<file path="config.mk">
export PLATFORM = sky130hd
export DESIGN_NAME = expression_tokenizer_top
export DESIGN_NICKNAME = d
export VERILOG_FILES = /design/src/rtl/etl_pkg.sv /design/src/rtl/etl_classify.sv /design/src/rtl/etl_lexer.sv /design/src/rtl/etl_queue.sv /design/src/rtl/expression_tokenizer_top.sv
export VERILOG_INCLUDE_DIRS = /design/src /design/src/rtl
export SDC_FILE = /design/constraint.sdc
export NUM_CORES = 1
export LEC_CHECK = 0
export BUFFER_PORTS_ARGS = -buffer_cell sky130_fd_sc_hd__clkbuf_2
export CAP_MARGIN = 10
export CELL_PAD_IN_SITES_DETAIL_PLACEMENT = 1
export CELL_PAD_IN_SITES_GLOBAL_PLACEMENT = 2
export CORE_MARGIN = 2
export CORE_UTILIZATION = 48
export CTS_CLUSTER_SIZE = 24
export DETAILED_ROUTE_END_ITERATION = 10
export HOLD_SLACK_MARGIN = 0.05
export PLACE_DENSITY_LB_ADDON = 0.1
export SYNTH_ARGS = -nofsm -noshare
export SYNTH_HDL_FRONTEND = slang
export SYNTH_HIERARCHICAL = 1
export SYNTH_SLANG_ARGS = --single-unit
</file>
<file path="constraint.sdc">
create_clock -name clk -period 13.8 [get_ports clk]
set_clock_uncertainty 0.2 [all_clocks]
set_input_delay 2.07 -clock clk [delete_from_list [all_inputs] [get_ports clk]]
set_output_delay 2.07 -clock clk [all_outputs]
set_load 0.05 [all_outputs]
</file>
<file path="src/rtl/expression_tokenizer_top_macros.svh">
// Assertion macros for the expression tokenizer RTL.
// Included by etl_queue, the module that carries concurrent assertions; no dependencies.
`ifndef EXPRESSION_TOKENIZER_TOP_MACROS_SVH
`define EXPRESSION_TOKENIZER_TOP_MACROS_SVH

// Check cons in the same cycle as ante, outside reset.
`define ETL_ASSERT_SAME(label, clk, rst_n, ante, cons) \
  label: assert property (@(posedge clk) disable iff (!rst_n) (ante) |-> (cons)) \
    else $error("expression tokenizer assertion failed");

// Check cons in the cycle after ante, outside reset.
`define ETL_ASSERT_NEXT(label, clk, rst_n, ante, cons) \
  label: assert property (@(posedge clk) disable iff (!rst_n) (ante) |=> (cons)) \
    else $error("expression tokenizer assertion failed");

`endif

</file>
<file path="src/rtl/etl_pkg.sv">
// Shared types and constants of the expression tokenizer.
// No dependencies; imported by every module of the block.
package etl_pkg;

  localparam logic [2:0] KIND_NUMBER   = 3'd0;
  localparam logic [2:0] KIND_IDENT    = 3'd1;
  localparam logic [2:0] KIND_OPERATOR = 3'd2;
  localparam logic [2:0] KIND_LPAREN   = 3'd3;
  localparam logic [2:0] KIND_RPAREN   = 3'd4;
  localparam logic [2:0] KIND_COMMA    = 3'd5;
  localparam logic [2:0] KIND_END      = 3'd6;
  localparam logic [2:0] KIND_INVALID  = 3'd7;

  localparam logic [2:0] MODE_IDLE       = 3'd0;
  localparam logic [2:0] MODE_IDENT      = 3'd1;
  localparam logic [2:0] MODE_INT        = 3'd2;
  localparam logic [2:0] MODE_FRAC       = 3'd3;
  localparam logic [2:0] MODE_EXP_START  = 3'd4;
  localparam logic [2:0] MODE_EXP_DIGITS = 3'd5;

  localparam logic [7:0] CH_DOT    = 8'h2E;
  localparam logic [7:0] CH_E_LO   = 8'h65;
  localparam logic [7:0] CH_E_UP   = 8'h45;
  localparam logic [7:0] CH_MINUS  = 8'h2D;
  localparam logic [7:0] CH_UNDER  = 8'h5F;
  localparam logic [7:0] CH_CARET  = 8'h5E;
  localparam logic [7:0] CH_COLON  = 8'h3A;
  localparam logic [7:0] CH_PLUS   = 8'h2B;
  localparam logic [7:0] CH_SLASH  = 8'h2F;
  localparam logic [7:0] CH_BSLASH = 8'h5C;
  localparam logic [7:0] CH_STAR   = 8'h2A;
  localparam logic [7:0] CH_EQUAL  = 8'h3D;
  localparam logic [7:0] CH_GREAT  = 8'h3E;
  localparam logic [7:0] CH_LESS   = 8'h3C;
  localparam logic [7:0] CH_LPAREN = 8'h28;
  localparam logic [7:0] CH_RPAREN = 8'h29;
  localparam logic [7:0] CH_COMMA  = 8'h2C;
  localparam logic [7:0] CH_SPACE  = 8'h20;
  localparam logic [7:0] CH_TAB    = 8'h09;
  localparam logic [7:0] CH_CR     = 8'h0D;

  localparam int unsigned QUEUE_DEPTH = 4;

  typedef struct packed {
    logic digit;
    logic alpha;
    logic under;
    logic space;
    logic oper;
    logic lparen;
    logic rparen;
    logic comma;
    logic dot;
    logic exp;
    logic minus;
  } char_class_t;

  typedef struct packed {
    logic [2:0]  kind;
    logic [15:0] start;
    logic [15:0] length;
    logic [7:0]  symbol;
    logic        last;
  } token_t;

endpackage

</file>
<file path="src/rtl/etl_classify.sv">
// Character classifier of the expression tokenizer.
// Depends on etl_pkg for character constants and char_class_t.
module etl_classify (
  input  logic [7:0]          ch,
  output etl_pkg::char_class_t cls
);
  import etl_pkg::*;

  always_comb begin
    cls.digit  = (ch >= 8'h30) && (ch <= 8'h39);
    cls.alpha  = ((ch >= 8'h61) && (ch <= 8'h7A)) || ((ch >= 8'h41) && (ch <= 8'h5A));
    cls.under  = (ch == CH_UNDER);
    cls.space  = (ch == CH_SPACE) || ((ch >= CH_TAB) && (ch <= CH_CR));
    cls.oper   = (ch == CH_PLUS) || (ch == CH_MINUS) || (ch == CH_SLASH) ||
                 (ch == CH_BSLASH) || (ch == CH_STAR) || (ch == CH_CARET) ||
                 (ch == CH_EQUAL) || (ch == CH_GREAT) || (ch == CH_LESS) ||
                 (ch == CH_COLON);
    cls.lparen = (ch == CH_LPAREN);
    cls.rparen = (ch == CH_RPAREN);
    cls.comma  = (ch == CH_COMMA);
    cls.dot    = (ch == CH_DOT);
    cls.exp    = (ch == CH_E_LO) || (ch == CH_E_UP);
    cls.minus  = (ch == CH_MINUS);
  end

endmodule

</file>
<file path="src/rtl/etl_lexer.sv">
// Scan state and token formation of the expression tokenizer.
// Depends on etl_pkg and etl_classify; emits up to two tokens per word.
module etl_lexer #(
  parameter int POSITION_BITS = 16
) (
  input  logic            clk,
  input  logic            rst_n,
  input  logic            take,
  input  logic [7:0]      ch,
  input  logic            end_marker,
  output logic [1:0]      push_n,
  output etl_pkg::token_t tok_a,
  output etl_pkg::token_t tok_b
);
  import etl_pkg::*;

  localparam int PW = (POSITION_BITS > 16) ? POSITION_BITS : 16;

  logic [2:0]               mode_r, mode_nxt;
  logic [POSITION_BITS-1:0] pos_r, pos_nxt;
  logic [POSITION_BITS-1:0] open_start_r, open_start_nxt;
  logic [7:0]               open_sym_r, open_sym_nxt;

  char_class_t              cls;
  logic [2:0]               cont_mode;
  logic                     open_tok;
  logic                     cont;
  logic [POSITION_BITS-1:0] pos_inc;
  logic [POSITION_BITS-1:0] len_raw;
  logic [15:0]              pos_sat, start_sat, len_sat;
  token_t                   close_tok, own_tok;
  logic                     own_valid;

  function automatic logic [15:0] sat16(input logic [POSITION_BITS-1:0] v);
    logic [PW-1:0] ext;
    ext = PW'(v);
    sat16 = (ext > PW'(17'h0FFFF)) ? 16'hFFFF : ext[15:0];
  endfunction

  etl_classify u_classify (
    .ch  (ch),
    .cls (cls)
  );

  assign open_tok = (mode_r >= MODE_IDENT) && (mode_r <= MODE_EXP_DIGITS);
  assign pos_inc  = (pos_r != {POSITION_BITS{1'b1}}) ? pos_r + 1'b1 : pos_r;
  assign len_raw  = pos_r - open_start_r;
  assign pos_sat   = sat16(pos_r);
  assign start_sat = sat16(open_start_r);
  assign len_sat   = sat16(len_raw);

  always_comb begin
    unique case (mode_r)
      MODE_IDENT:      cont_mode = (cls.alpha || cls.digit || cls.under) ? MODE_IDENT
                                                                         : MODE_IDLE;
      MODE_INT:        cont_mode = cls.digit ? MODE_INT :
                                   cls.dot ? MODE_FRAC :
                                   cls.exp ? MODE_EXP_START : MODE_IDLE;
      MODE_FRAC:       cont_mode = cls.digit ? MODE_FRAC :
                                   cls.exp ? MODE_EXP_START : MODE_IDLE;
      MODE_EXP_START:  cont_mode = (cls.digit || cls.minus) ? MODE_EXP_DIGITS : MODE_IDLE;
      MODE_EXP_DIGITS: cont_mode = cls.digit ? MODE_EXP_DIGITS : MODE_IDLE;
      default:         cont_mode = MODE_IDLE;
    endcase
  end

  assign cont = !end_marker && open_tok && (cont_mode != MODE_IDLE);

  always_comb begin
    close_tok.kind   = (mode_r == MODE_IDENT) ? KIND_IDENT : KIND_NUMBER;
    close_tok.start  = start_sat;
    close_tok.length = len_sat;
    close_tok.symbol = open_sym_r;
    close_tok.last   = 1'b0;

    own_tok.start  = pos_sat;
    own_tok.length = 16'd1;
    own_tok.symbol = ch;
    own_tok.last   = 1'b1;
    own_tok.kind   = KIND_INVALID;
    own_valid      = 1'b1;

    mode_nxt       = MODE_IDLE;
    pos_nxt        = pos_inc;
    open_start_nxt = open_start_r;
    open_sym_nxt   = open_sym_r;

    priority if (cont) begin
      mode_nxt  = cont_mode;
      own_valid = 1'b0;
    end else if (end_marker) begin
      own_tok.kind   = KIND_END;
      own_tok.length = 16'd0;
      own_tok.symbol = 8'd0;
      pos_nxt        = pos_r;
    end else if (cls.space) begin
      own_valid = 1'b0;
    end else if (cls.oper) begin
      own_tok.kind = KIND_OPERATOR;
    end else if (cls.lparen) begin
      own_tok.kind = KIND_LPAREN;
    end else if (cls.rparen) begin
      own_tok.kind = KIND_RPAREN;
    end else if (cls.comma) begin
      own_tok.kind = KIND_COMMA;
    end else if (cls.alpha || cls.under || cls.digit || cls.dot) begin
      own_valid      = 1'b0;
      mode_nxt       = cls.digit ? MODE_INT : (cls.dot ? MODE_FRAC : MODE_IDENT);
      open_start_nxt = pos_r;
      open_sym_nxt   = ch;
    end else begin
      own_tok.kind = KIND_INVALID;
    end
  end

  always_comb begin
    tok_a  = own_tok;
    tok_b  = own_tok;
    push_n = 2'd0;
    if (!cont && open_tok) begin
      tok_a = close_tok;
      if (own_valid) begin
        push_n = 2'd2;
      end else begin
        tok_a.last = 1'b1;
        push_n     = 2'd1;
      end
    end else if (own_valid) begin
      push_n = 2'd1;
    end
    if (!take) begin
      push_n = 2'd0;
    end
  end

  always_ff @(posedge clk) begin
    if (!rst_n) begin
      mode_r       <= MODE_IDLE;
      pos_r        <= '0;
      open_start_r <= '0;
      open_sym_r   <= 8'd0;
    end else if (take) begin
      mode_r       <= mode_nxt;
      pos_r        <= pos_nxt;
      open_start_r <= open_start_nxt;
      open_sym_r   <= open_sym_nxt;
    end
  end

endmodule

</file>
<file path="src/rtl/etl_queue.sv">
// Result queue of the expression tokenizer: takes up to two tokens a cycle.
// Depends on etl_pkg and the assertion macro header.
`include "expression_tokenizer_top_macros.svh"

module etl_queue (
  input  logic            clk,
  input  logic            rst_n,
  input  logic [1:0]      push_n,
  input  etl_pkg::token_t tok_a,
  input  etl_pkg::token_t tok_b,
  input  logic            pop,
  output logic            full,
  output logic            not_empty,
  output etl_pkg::token_t head
);
  import etl_pkg::*;

  localparam int AW = $clog2(QUEUE_DEPTH);

  token_t        mem [QUEUE_DEPTH];
  logic [AW-1:0] wr_ptr_r, wr_ptr_nxt;
  logic [AW-1:0] rd_ptr_r, rd_ptr_nxt;
  logic [AW:0]   count_r, count_nxt;
  logic [AW-1:0] wr_ptr_b;
  logic          do_pop;

  assign do_pop     = pop && (count_r != '0);
  assign wr_ptr_b   = wr_ptr_r + 1'b1;
  assign wr_ptr_nxt = wr_ptr_r + AW'(push_n);
  assign rd_ptr_nxt = rd_ptr_r + AW'(do_pop);
  assign count_nxt  = count_r + (AW+1)'(push_n) - (AW+1)'(do_pop);
  assign full       = count_r > (AW+1)'(QUEUE_DEPTH - 2);
  assign not_empty  = count_r != '0;
  assign head       = mem[rd_ptr_r];

  always_ff @(posedge clk) begin
    if (push_n != 2'd0) begin
      mem[wr_ptr_r] <= tok_a;
    end
    if (push_n == 2'd2) begin
      mem[wr_ptr_b] <= tok_b;
    end
  end

  always_ff @(posedge clk) begin
    if (!rst_n) begin
      wr_ptr_r <= '0;
      rd_ptr_r <= '0;
      count_r  <= '0;
    end else begin
      wr_ptr_r <= wr_ptr_nxt;
      rd_ptr_r <= rd_ptr_nxt;
      count_r  <= count_nxt;
    end
  end

  `ETL_ASSERT_SAME(a_count_bound, clk, rst_n, 1'b1, count_r <= (AW+1)'(QUEUE_DEPTH))
  `ETL_ASSERT_SAME(a_push_room, clk, rst_n, push_n != 2'd0, !full && push_n != 2'd3)
  `ETL_ASSERT_NEXT(a_pop_drain, clk, rst_n, do_pop && push_n == 2'd0,
                   count_r == $past(count_r) - 1'b1)
  `ETL_ASSERT_NEXT(a_last_pair, clk, rst_n, push_n == 2'd2,
                   !mem[$past(wr_ptr_r)].last && mem[$past(wr_ptr_b)].last)

endmodule

</file>
<file path="src/rtl/expression_tokenizer_top.sv">
// Expression tokenizer: streaming lexer for arithmetic expression text.
// Input channel carries one character or an end marker per word; the output
// channel carries one token per word (kind, start, length, first symbol and
// a flag on the last token that a given input word produced).
// A word accepted at an edge updates the scan state at once; its tokens go
// into the result queue at that edge, one token per output word. Throughput
// is one input word per cycle while in_stall is low. A word that closes an
// open token and also yields its own token produces two output words; they
// drain at one per cycle from a four-entry queue while out_stall is low.
// in_stall is high while the queue holds more than two words, so it depends
// only on registered state; out_valid is high whenever the queue is not empty.
// When the receiver holds out_stall, the head token stays on the outputs and
// the queue fills until in_stall stops the sender.
// Reset (rst_n low, synchronous) returns the scanner to idle with position
// zero and empties the queue; no clearing pass is needed.
// Depends on etl_pkg, etl_lexer, etl_classify and etl_queue.
module expression_tokenizer_top #(
  parameter int POSITION_BITS = 16
) (
  input  logic        clk,
  input  logic        rst_n,
  input  logic        in_valid,
  output logic        in_stall,
  input  logic [7:0]  in_character,
  input  logic        in_end_marker,
  output logic        out_valid,
  input  logic        out_stall,
  output logic [2:0]  out_token_kind,
  output logic [15:0] out_token_start,
  output logic [15:0] out_token_length,
  output logic [7:0]  out_first_symbol,
  output logic        out_last_of_run
);
  import etl_pkg::*;

  logic       take;
  logic [1:0] push_n;
  token_t     tok_a, tok_b, head;
  logic       full;

  assign in_stall = full;
  assign take     = in_valid && !full;

  etl_lexer #(
    .POSITION_BITS (POSITION_BITS)
  ) u_lexer (
    .clk        (clk),
    .rst_n      (rst_n),
    .take       (take),
    .ch         (in_character),
    .end_marker (in_end_marker),
    .push_n     (push_n),
    .tok_a      (tok_a),
    .tok_b      (tok_b)
  );

  etl_queue u_queue (
    .clk       (clk),
    .rst_n     (rst_n),
    .push_n    (push_n),
    .tok_a     (tok_a),
    .tok_b     (tok_b),
    .pop       (!out_stall),
    .full      (full),
    .not_empty (out_valid),
    .head      (head)
  );

  assign out_token_kind   = head.kind;
  assign out_token_start  = head.start;
  assign out_token_length = head.length;
  assign out_first_symbol = head.symbol;
  assign out_last_of_run  = head.last;

endmodule

</file>
==> results of run 1 <==
## routing by layer
| layer | wire length, um | vias up |
|---|---|---|
| li1 | - | 3537 |
| met1 | 13500 | 3933 |
| met2 | 15700 | 121 |
| met3 | 969 | 37 |
| met4 | 500 | 0 |
| met5 | 0 | - |
## state kept, by name, indices dropped and copies added, names as in the netlist
| signal | flops |
|---|---|
| u_queue/mem | 176 |
| u_lexer/open_start_r | 16 |
| u_lexer/pos_r | 16 |
| u_lexer/open_sym_r | 8 |
| u_lexer/mode_r | 3 |
| u_queue/count_r | 3 |
| u_queue/rd_ptr_r | 2 |
| u_queue/wr_ptr_r | 2 |
## worst paths after layout
check	start	slack (ns)	to	depth (start not counted)
setup / recovery	in_character[2]	5.85	u_queue/mem[0][8]	15
hold / removal	u_lexer/open_sym_r[5]	0.33	u_lexer/open_sym_r[5]	2
setup reg to reg	u_lexer/mode_r[1]	7.88	u_queue/mem[0][8]	12
hold reg to reg	u_lexer/open_sym_r[5]	0.33	u_lexer/open_sym_r[5]	2
## cells by family after synthesis
kind of cell / after synthesis / share of synthesized area (%)
muxes: 275 / 28.1
DFF: 226 / 49.8
and+or+nand+nor: 198 / 9.32
buffers and inverters: 92 / 4.24
AOI/OAI and AO/OA: 76 / 4.19
xor gates and xnor gates: 25 / 1.95
adders and majority gates: 22 / 2.30
other: 2 / 0.0595
## synthesized netlist by cell type (5+ instances only)
cell / number
edfxtp_1: 176
mux2_2: 176
dfxtp_1: 50
nor2b_1: 49
mux4_2: 44
mux2i_1: 32
nand2_1: 28
nor2_1: 28
buf_4: 25
inv_1: 25
mux2_1: 23
and2_1: 22
ha_1: 20
xnor2_1: 19
buf_2: 16
a21oi_1: 14
clkbuf_1: 13
nor3_1: 12
o21ai_0: 12
nand2b_1: 10
nand3_1: 10
nand4_1: 9
buf_6: 7
a21o_1: 5
a31oi_1: 5
o21a_1: 5
## power by group through the flow
stage	sequential, mW	combinational [mW]	clock, mW
finish	0.914	0.763	0.612
global route	0.927	0.805	0.655
CTS	0.917	0.775	0.628
detailed placement	0.930	0.772	0
global placement	0.923	0.757	0
floorplan	0.897	0.623	0
## layout make-up
class	count	area (sq um)	area share [%]
clock buffers	32	673	4.86
multi-input cells	612	5910	42.7
flip-flops and latches	226	6290	45.4
clock inverters	14	72.6	0.524
inverters	26	97.6	0.705
well taps	335	419	3.03
repair buffers	70	380	2.75
## worst register-to-register path, cell delays in order, from the launching register on
cell and delay [ns]:
dfxtp_1 0.53, o21ba_1 0.20, o21ai_0 0.32, a21oi_1 0.23
nor3_2 0.38, nand2_2 0.26, inv_2 0.69, ha_1 0.37
and2_1 0.29, nand4b_2 0.65, buf_4 0.52, o31ai_4 0.31
buf_4 0.58
## through the flow
| stage | cell area [sq um] | power (mW) | utilization [%] |
|---|---|---|---|
| floorplan | 12700 | 1.52 | - |
| global placement | 13100 | 1.68 | 50.5 |
| detailed placement | 13100 | 1.70 | 50.5 |
| CTS | 13800 | 2.32 | 53.4 |
| global route | 13800 | 2.39 | 53.4 |
| finish | 13800 | 2.29 | 53.4 |
==> impl_results.md, run 1 <==
* NumNets Final at 996
* Placed Cells at 1269
* Switch Pwr at 835 uW
* HPWL Detailed at 20200 um
* Remaining antenna violation count at 0
* Synth async-reset ratio at 0%
* Critical Path End Type: register
* RD Place Congestion at 0.898
* Setup tns final at 0 ns
* CTS Hold Buffers Added at 0
* Boundary pin count at 59
* Pre-CTS setup slack at 5.32 ns
* Max VDD drop at 137 uV
* Worst min path class: register to register
* Initial Util at 48.7%
* Internal cell power at 1.45 mW
* Die area at 0.0276 sq mm
* Cells along the critical path: clkbuf_2, or3b_1, nor3_1, nor2b_1, nand4bb_1, a211oi_2, nor3_2, nand2_2, inv_2, ha_1, and2_1, nand4b_2, buf_4, o31ai_4, buf_4
* Final non-filler cell total at 1315
* Critical Path Fanout Max at 33
* Total number of H-tree levels at 1
* Clk_lat worst skew at 0.53 ns
* Worst path top cell family by delay: simple AND/OR/NAND/NOR gates
* Post_cts resized at 0
* Total GRT Usage at 22.3%
* Worst Path Required at 13.76 ns
* Synth warn at 6
* Leakage at 5.09 nW
* Net Sw Frac at 36.5%
* Synthesized area at 0.0126 sq mm
* GR peak layer: met2
* FILL cells at 2533
* Number of port buffers at 58
* Setup-failing EPs final at 0
* Layout area overhead at 9.66%
* Number of global-route vias before repair at 8336
* Kind of critical path: primary input to register
* Max-Cap Viols at 0
* Yosys reg bits at 226
* TritonRoute pass-1 iters at 5
* Startpoint class of the critical path: primary input
* Total setup buffers inserted after CTS at 0
* Avg Cell Area, Syn at 13.8 sq um
* Status: complete, no violations
* Clock share of power at 26.7%
* Hold slack at 0.325 ns
* Final period utilization at 57.6%
* Inserted Diodes at 0
* Relative slew slack at 34.9%
* CP max stage cell: inv_2
* Number of flops mapped to enable cells by yosys at 176
* Fmax at 126 MHz
* Worst slew pin tran at 0.970 ns
* Combinational power share at 33.3%
* WL final at 30700 um
* Die Span Y at 166 um
* Clock-pin slew on the worst setup and hold paths at 0.06 ns
* First-pass GRT wire length at 49000 um
* Final slew viol count at 0
* Via count at 7628
* DR DRC count at 0
* Crit path buf inv count at 4
* Most frequent cells in the layout: mux2_2, edfxtp_1, clkbuf_2, nor2b_1, dfxtp_1
* Cell variety after synth at 73
* Layout cells sized above 1 at 35.7%
* Met3 Usage GRT at 2.69%
* Grt ovf at 0
* Critical path's largest stage delay at 0.69 ns
* Core area at 0.0259 sq mm
* Initial antenna violation count at 0
* Critical Path Most Common Cell: buf_4
* CTS Buf Count at 25
* Area contributors post-synth: edfxtp_1, mux2_2, dfxtp_1, mux4_2, mux2i_1
* Drt first-iter violations at 382
* Largest net degree at the start of global routing at 53
* Mapped Cells at 916
* Clock Path Buffers at 3
* Std-Cell Rows at 59
* CTS sink cnt at 226
* Register area share after synthesis at 49.8%
* Pwr dens at 165 mW/mm^2
* Post-DR wirelength/cell at 23.3 um
* Die width at 166 um
* Met2 Use GR at 39.6%
* Critical Path AT at 7.91 ns
* Synth area leader: edfxtp_1
* Root buffer cell: clkbuf_16
* Dominant synthesized flop cell: edfxtp_1
* Synth top area share at 41.9%
* Met1 Resource Use GR at 29.6%
* Final worst setup slack at 5.85 ns
* CTS tree: yes
* RSZ-0062 raised after global routing: false
* Flop pwr share at 39.9%
* Endpoints failing hold at 0
* Via density at 5.80
* Fin crit period at 7.95 ns
Note: power is estimated with default switching activity, not from simulation.
==> run 2: changes to the inputs <==
- CORE_UTILIZATION: 48 -> 45
- clock period: 13.8 -> 8.1 ns (I/O delays scaled with it)
==> run 2 against run 1 <==
Against the previous run: via count is 0.63% higher; clock power rose by 76%; final cell count is 3.6% higher; worst setup slack lost 3.7 ns; combinational power rose by 69%; die area up 6.5%; critical path type unchanged.
==> impl_results.md, run 2 (synthesized netlist as in run 1, its figures left out) <==
* Status: complete, no violations
* Std-Cell Rows at 61
* Initial antenna violation count at 0
* FF-to-FF Start: u_lexer/mode_r[1]
* CTS Buf Count at 25
* Setup tns final at 0 ns
* CTS sink cnt at 226
* Hold Path End: u_lexer/open_sym_r[1]
* RD Place Congestion at 0.755
* Die width at 171 um
* Min-delay src: u_lexer/open_sym_r[1]
* DR DRC count at 0
* Combinational power share at 32.7%
* Number of global-route vias before repair at 8425
* Internal cell power at 2.52 mW
* FF-to-FF setup slack at 3.33 ns
* Clock share of power at 27.4%
* Flop pwr share at 39.9%
* Root buffer cell: clkbuf_16
* Number of port buffers at 58
* Register area at 0.00629 sq mm
* Fmax at 168 MHz
* CTS tree: yes
* Post-DR wirelength/cell at 22.6 um
* Clock-pin slew on the worst setup and hold paths at 0.06 ns
* Via count at 7676
* Area of the multi-input gates at 0.00591 sq mm
* RSZ-0062 raised after global routing: false
* Layout cells sized above 1 at 35.9%
* Leakage at 5.12 nW
* Critical Path Fanout Max at 45
* Power Total at 3.95 mW
* Max-Cap Viols at 0
* HPWL Detailed at 19900 um
* Final slew viol count at 0
* Die area at 0.0294 sq mm
* Remaining antenna violation count at 0
* Setup-failing EPs final at 0
* R2r endpoint: u_queue/mem[0][25]
* Total number of H-tree levels at 1
* Clk_lat worst skew at 0.52 ns
* Inserted Diodes at 0
* Kind of critical path: primary input to register
* Via density at 5.64
* First-pass GRT wire length at 48500 um
* Largest register FFs at 176
* Die Span Y at 171 um
* Worst Path Required at 8.12 ns
* Initial Util at 45.6%
* Final period utilization at 73.6%
* Post_cts resized at 0
* Max VDD drop at 180 uV
* TritonRoute pass-1 iters at 5
* Hold Crit Depth at 2
* Endpoints failing hold at 0
* Core area at 0.0277 sq mm
* CTS Hold Buffers Added at 0
* Most frequent cells in the layout: mux2_2, edfxtp_1, clkbuf_2, nor2b_1, dfxtp_1
* Critical Path End Type: register
* Drt first-iter violations at 402
* Startpoint class of the critical path: primary input
* Layout area overhead at 10.6%
* NumNets Final at 1000
* R2R depth at 12
* Total GRT Usage at 21.5%
* Biggest regs: u_queue/mem: 176 flops, u_lexer/open_start_r: 16 flops, u_lexer/pos_r: 16 flops
* Total setup buffers inserted after CTS at 0
* Fin crit period at 5.96 ns
* WL final at 30800 um
* Clock Path Buffers at 3
* Largest Register: u_queue/mem
* Net Sw Frac at 36.2%
* Grt ovf at 0
* End-of-flow core utilization at 50.4%
* Worst min path class: register to register
* FILL cells at 2735
* Switch Pwr at 1.43 mW
* Pwr dens at 283 mW/mm^2
* Relative slew slack at 31.3%
* Worst slew pin tran at 1.03 ns
* Boundary pin count at 59
* Largest net degree at the start of global routing at 53
* Critical Path AT at 5.98 ns
run 2: final cells by class:
cell class | instances | share of cell area, %
well taps | 378 | 3.39
clock inverters | 7 | 0.269
repair buffers | 74 | 2.94
clock buffers | 39 | 5.30
flip-flops and latches | 226 | 45.1
multi-input cells | 612 | 42.3
inverters | 26 | 0.699
run 2: power by group through the flow:
stage	clock network (mW)	registers, mW	logic (mW)
finish	1.08	1.57	1.29
global route	1.15	1.60	1.36
CTS	1.11	1.58	1.31
detailed placement	0	1.60	1.30
global placement	0	1.59	1.28
floorplan	0	1.53	1.06
run 2: critical path, cell delays in order:
cell       delay, ns
clkbuf_2        0.24
or3b_1          0.41
nor3_1          0.35
nor2b_1         0.32
nand4bb_1       0.28
a211oi_2        0.16
nor3_2          0.43
nand2_2         0.29
inv_2           0.12
ha_1            0.13
and2_1          0.38
nand4b_2        0.21
buf_4           0.61
o31ai_4         0.38
buf_4           0.41
run 2: through the flow:
stage | setup slack, ns | hold slack, ns | cell area [sq um] | cells
after global placement | 1.81 | 0.305 | 13200 | 1316
after detailed placement | 1.61 | 0.314 | 13200 | 1316
after global routing | 1.78 | 0.354 | 14000 | 1362
after floorplan | 0.258 | 0.278 | 12700 | 930
final | 2.14 | 0.326 | 14000 | 1362
after CTS | 2.14 | 0.329 | 14000 | 1362
run 2: worst max path at each step:
stage	start	endpoint	slack (ns)	cells past startpoint
2_1_floorplan	in_character[4]	u_queue/mem[0][0]	0.26	14
3_3_place_gp	in_character[2]	u_queue/mem[0][27]	1.81	15
3_5_place_dp	in_character[2]	u_queue/mem[0][27]	1.61	15
4_1_cts	in_character[2]	u_queue/mem[0][24]	2.14	15
5_1_grt	in_character[2]	u_queue/mem[0][16]	1.78	15
6_report	in_character[2]	u_queue/mem[0][25]	2.14	15
run 2: per-layer routing:
layer  vias to the layer above  GRT usage, %  part of all wire, %
li1                       3560             -                    -
met1                      3909          28.1                   44
met2                       161          37.5                   50
met3                        46          3.08                  4.1
met4                         0          5.64                  2.3
met5                         -             0                    0
==> run 3: changes to the inputs <==
- clock period: 8.1 -> 5.65 ns (I/O delays scaled with it)
==> run 3 against run 2 <==
Against the previous run: cell area grew 1.6%; clock-buffer cell count shrank 6; critical path depth down 2; power rose by 49%; non-clock buffer count up 1; register-to-register slack worse by 1.7 ns; global-route usage shrank 0.12 points; worst setup slack got worse by 1.3 ns; final cell count up 0.15%; critical path type unchanged; largest cell class unchanged.
==> impl_results.md, run 3 (synthesized netlist as in run 1, its figures left out) <==
* Setup-failing EPs final at 0
* Critical Path AT at 4.92 ns
* Fmax at 206 MHz
* Final worst setup slack at 0.797 ns
* Crit path buf inv count at 2
* Switch Pwr at 2.05 mW
* Status: complete, no violations
* Drt first-iter violations at 370
* Final period utilization at 85.9%
* Kind of critical path: primary input to register
* R2r endpoint: u_queue/mem[3][19]
* Clk_lat worst skew at 0.53 ns
* Largest net degree at the start of global routing at 53
* Post_cts resized at 0
* Die Span Y at 171 um
* RSZ-0062 raised after global routing: false
* CP max stage cell: nor3_2
* Net Sw Frac at 35.0%
* Dpl cell area at 0.0133 sq mm
* FF-to-FF setup slack at 1.61 ns
* Max-Cap Viols at 0
* TritonRoute pass-1 iters at 4
* RD Place Congestion at 0.816
* Initial antenna violation count at 0
* Hold slack at 0.319 ns
* First-pass GRT wire length at 48200 um
* Most frequent cells in the layout: mux2_2, edfxtp_1, clkbuf_2, nor2b_1, dfxtp_1
* CTS Buf Count at 26
* Critical Path End Type: register
* CTS tree: yes
* Power Total at 5.87 mW
* Largest Register: u_queue/mem
* Final instance area at 0.0142 sq mm
* CTS sink cnt at 226
* Critical Path Fanout Max at 44
* End-of-flow core utilization at 51.2%
* Biggest regs: u_queue/mem: 176 flops, u_lexer/open_start_r: 16 flops, u_lexer/pos_r: 16 flops
* Worst path top cell family by delay: simple AND/OR/NAND/NOR gates
* Clock Path Buffers at 3
* Total GRT Usage at 21.4%
* FF-to-FF Start: u_lexer/mode_r[1]
* Inserted Diodes at 0
* Initial Util at 45.6%
* Cells along the critical path: clkbuf_2, or3b_1, nor3_1, nor2b_1, nand4bb_1, a211oi_2, nor3_2, a31o_2, ha_1, and2_1, and4bb_2, buf_12, mux2_2
* Worst slew pin tran at 1.06 ns
* Largest register FFs at 176
* Endpoints failing hold at 0
* Pre-CTS setup slack at 0.325 ns
* Worst Path Required at 5.72 ns
* Hold Crit Depth at 2
* Number of global-route vias before repair at 8418
* Hold Path End: u_lexer/open_sym_r[1]
* Setup tns final at 0 ns
* R2R depth at 10
* Max VDD drop at 241 uV
* Combinational power share at 31.8%
* Via density at 5.61
* Internal cell power at 3.81 mW
* Pwr dens at 414 mW/mm^2
* Startpoint class of the critical path: primary input
* WL final at 30600 um
* Clock-pin slew on the worst setup and hold paths at 0.06 ns
* Final non-filler cell total at 1364
* NumNets Final at 1002
* CTS Hold Buffers Added at 0
* Die width at 171 um
* Total setup buffers inserted after CTS at 0
* Layout cells sized above 1 at 36.0%
* Placed Cells at 1317
* Via count at 7649
* DR DRC count at 0
* Fin crit period at 4.85 ns
* Total number of H-tree levels at 1
* Layout area overhead at 12.4%
* Boundary pin count at 59
* Critical path's largest stage delay at 0.45 ns
* Std-Cell Rows at 61
* Clock share of power at 29.5%
* Post-DR wirelength/cell at 22.4 um
* HPWL Detailed at 19700 um
* Worst min path class: register to register
* Leakage at 5.20 nW
* Core area at 0.0277 sq mm
* Die area at 0.0294 sq mm
* Min-delay src: u_lexer/open_sym_r[1]
* Root buffer cell: clkbuf_16
* Grt ovf at 0
* Relative slew slack at 29.4%
* Flop pwr share at 38.7%
* Number of port buffers at 58
* Remaining antenna violation count at 0
* Final slew viol count at 0
==> run 3: cell types whose count changed in the layout (fill, tap and decap cells not counted) <==
cell / change
buf_12: +9
buf_4: -8
clkbuf_1: -5
clkinv_1: +5
bufinv_16: +4
clkbuf_8: -2
clkinv_2: -2
clkbuf_16: +1
clkinvlp_4: +1
inv_6: -1
==> run 3: final cells by class <==
type / count / area, sq um
multi-input combinational: 612 / 5910
timing repair buffer: 75 / 531
clock inverter: 14 / 165
tap: 378 / 473
inverter: 26 / 97.6
sequential: 226 / 6290
fill: 2736 / 13500
clock buffer: 33 / 718
==> run 3: worst max-delay path by stage <==
| stage | from | to | slack, ns | cells past startpoint |
|---|---|---|---|---|
| 2_1_floorplan | in_character[4] | u_queue/mem[0][0] | -0.47 | 14 |
| 3_3_place_gp | in_character[2] | u_queue/mem[0][16] | 0.51 | 14 |
| 3_5_place_dp | in_character[2] | u_queue/mem[2][27] | 0.33 | 13 |
| 4_1_cts | in_character[2] | u_queue/mem[2][20] | 0.87 | 13 |
| 5_1_grt | in_character[2] | u_queue/count_r[2] | 0.64 | 16 |
| 6_report | in_character[2] | u_queue/mem[3][19] | 0.80 | 13 |
==> run 3: metal layers <==
| layer | up-vias | track usage, % | wire length [um] |
|---|---|---|---|
| li1 | 3564 | - | - |
| met1 | 3942 | 28.6 | 14000 |
| met2 | 114 | 37.8 | 15200 |
| met3 | 29 | 2.60 | 970 |
| met4 | 0 | 3.72 | 369 |
| met5 | - | 0 | 0 |
==> run 3: worst min-delay path: stages, from the launching register on <==
cell and delay, ns:
dfxtp_1 0.33, mux2i_1 0.07, nor2b_1 0.09
==> run 3: power by group through the flow <==
stage,Sequential [mW],Clock (mW),Combinational (mW)
after floorplan,2.18,0,1.53
after global placement,2.29,0,1.86
after detailed placement,2.31,0,1.88
after CTS,2.28,1.77,1.89
after global routing,2.31,1.84,1.97
final,2.27,1.73,1.86
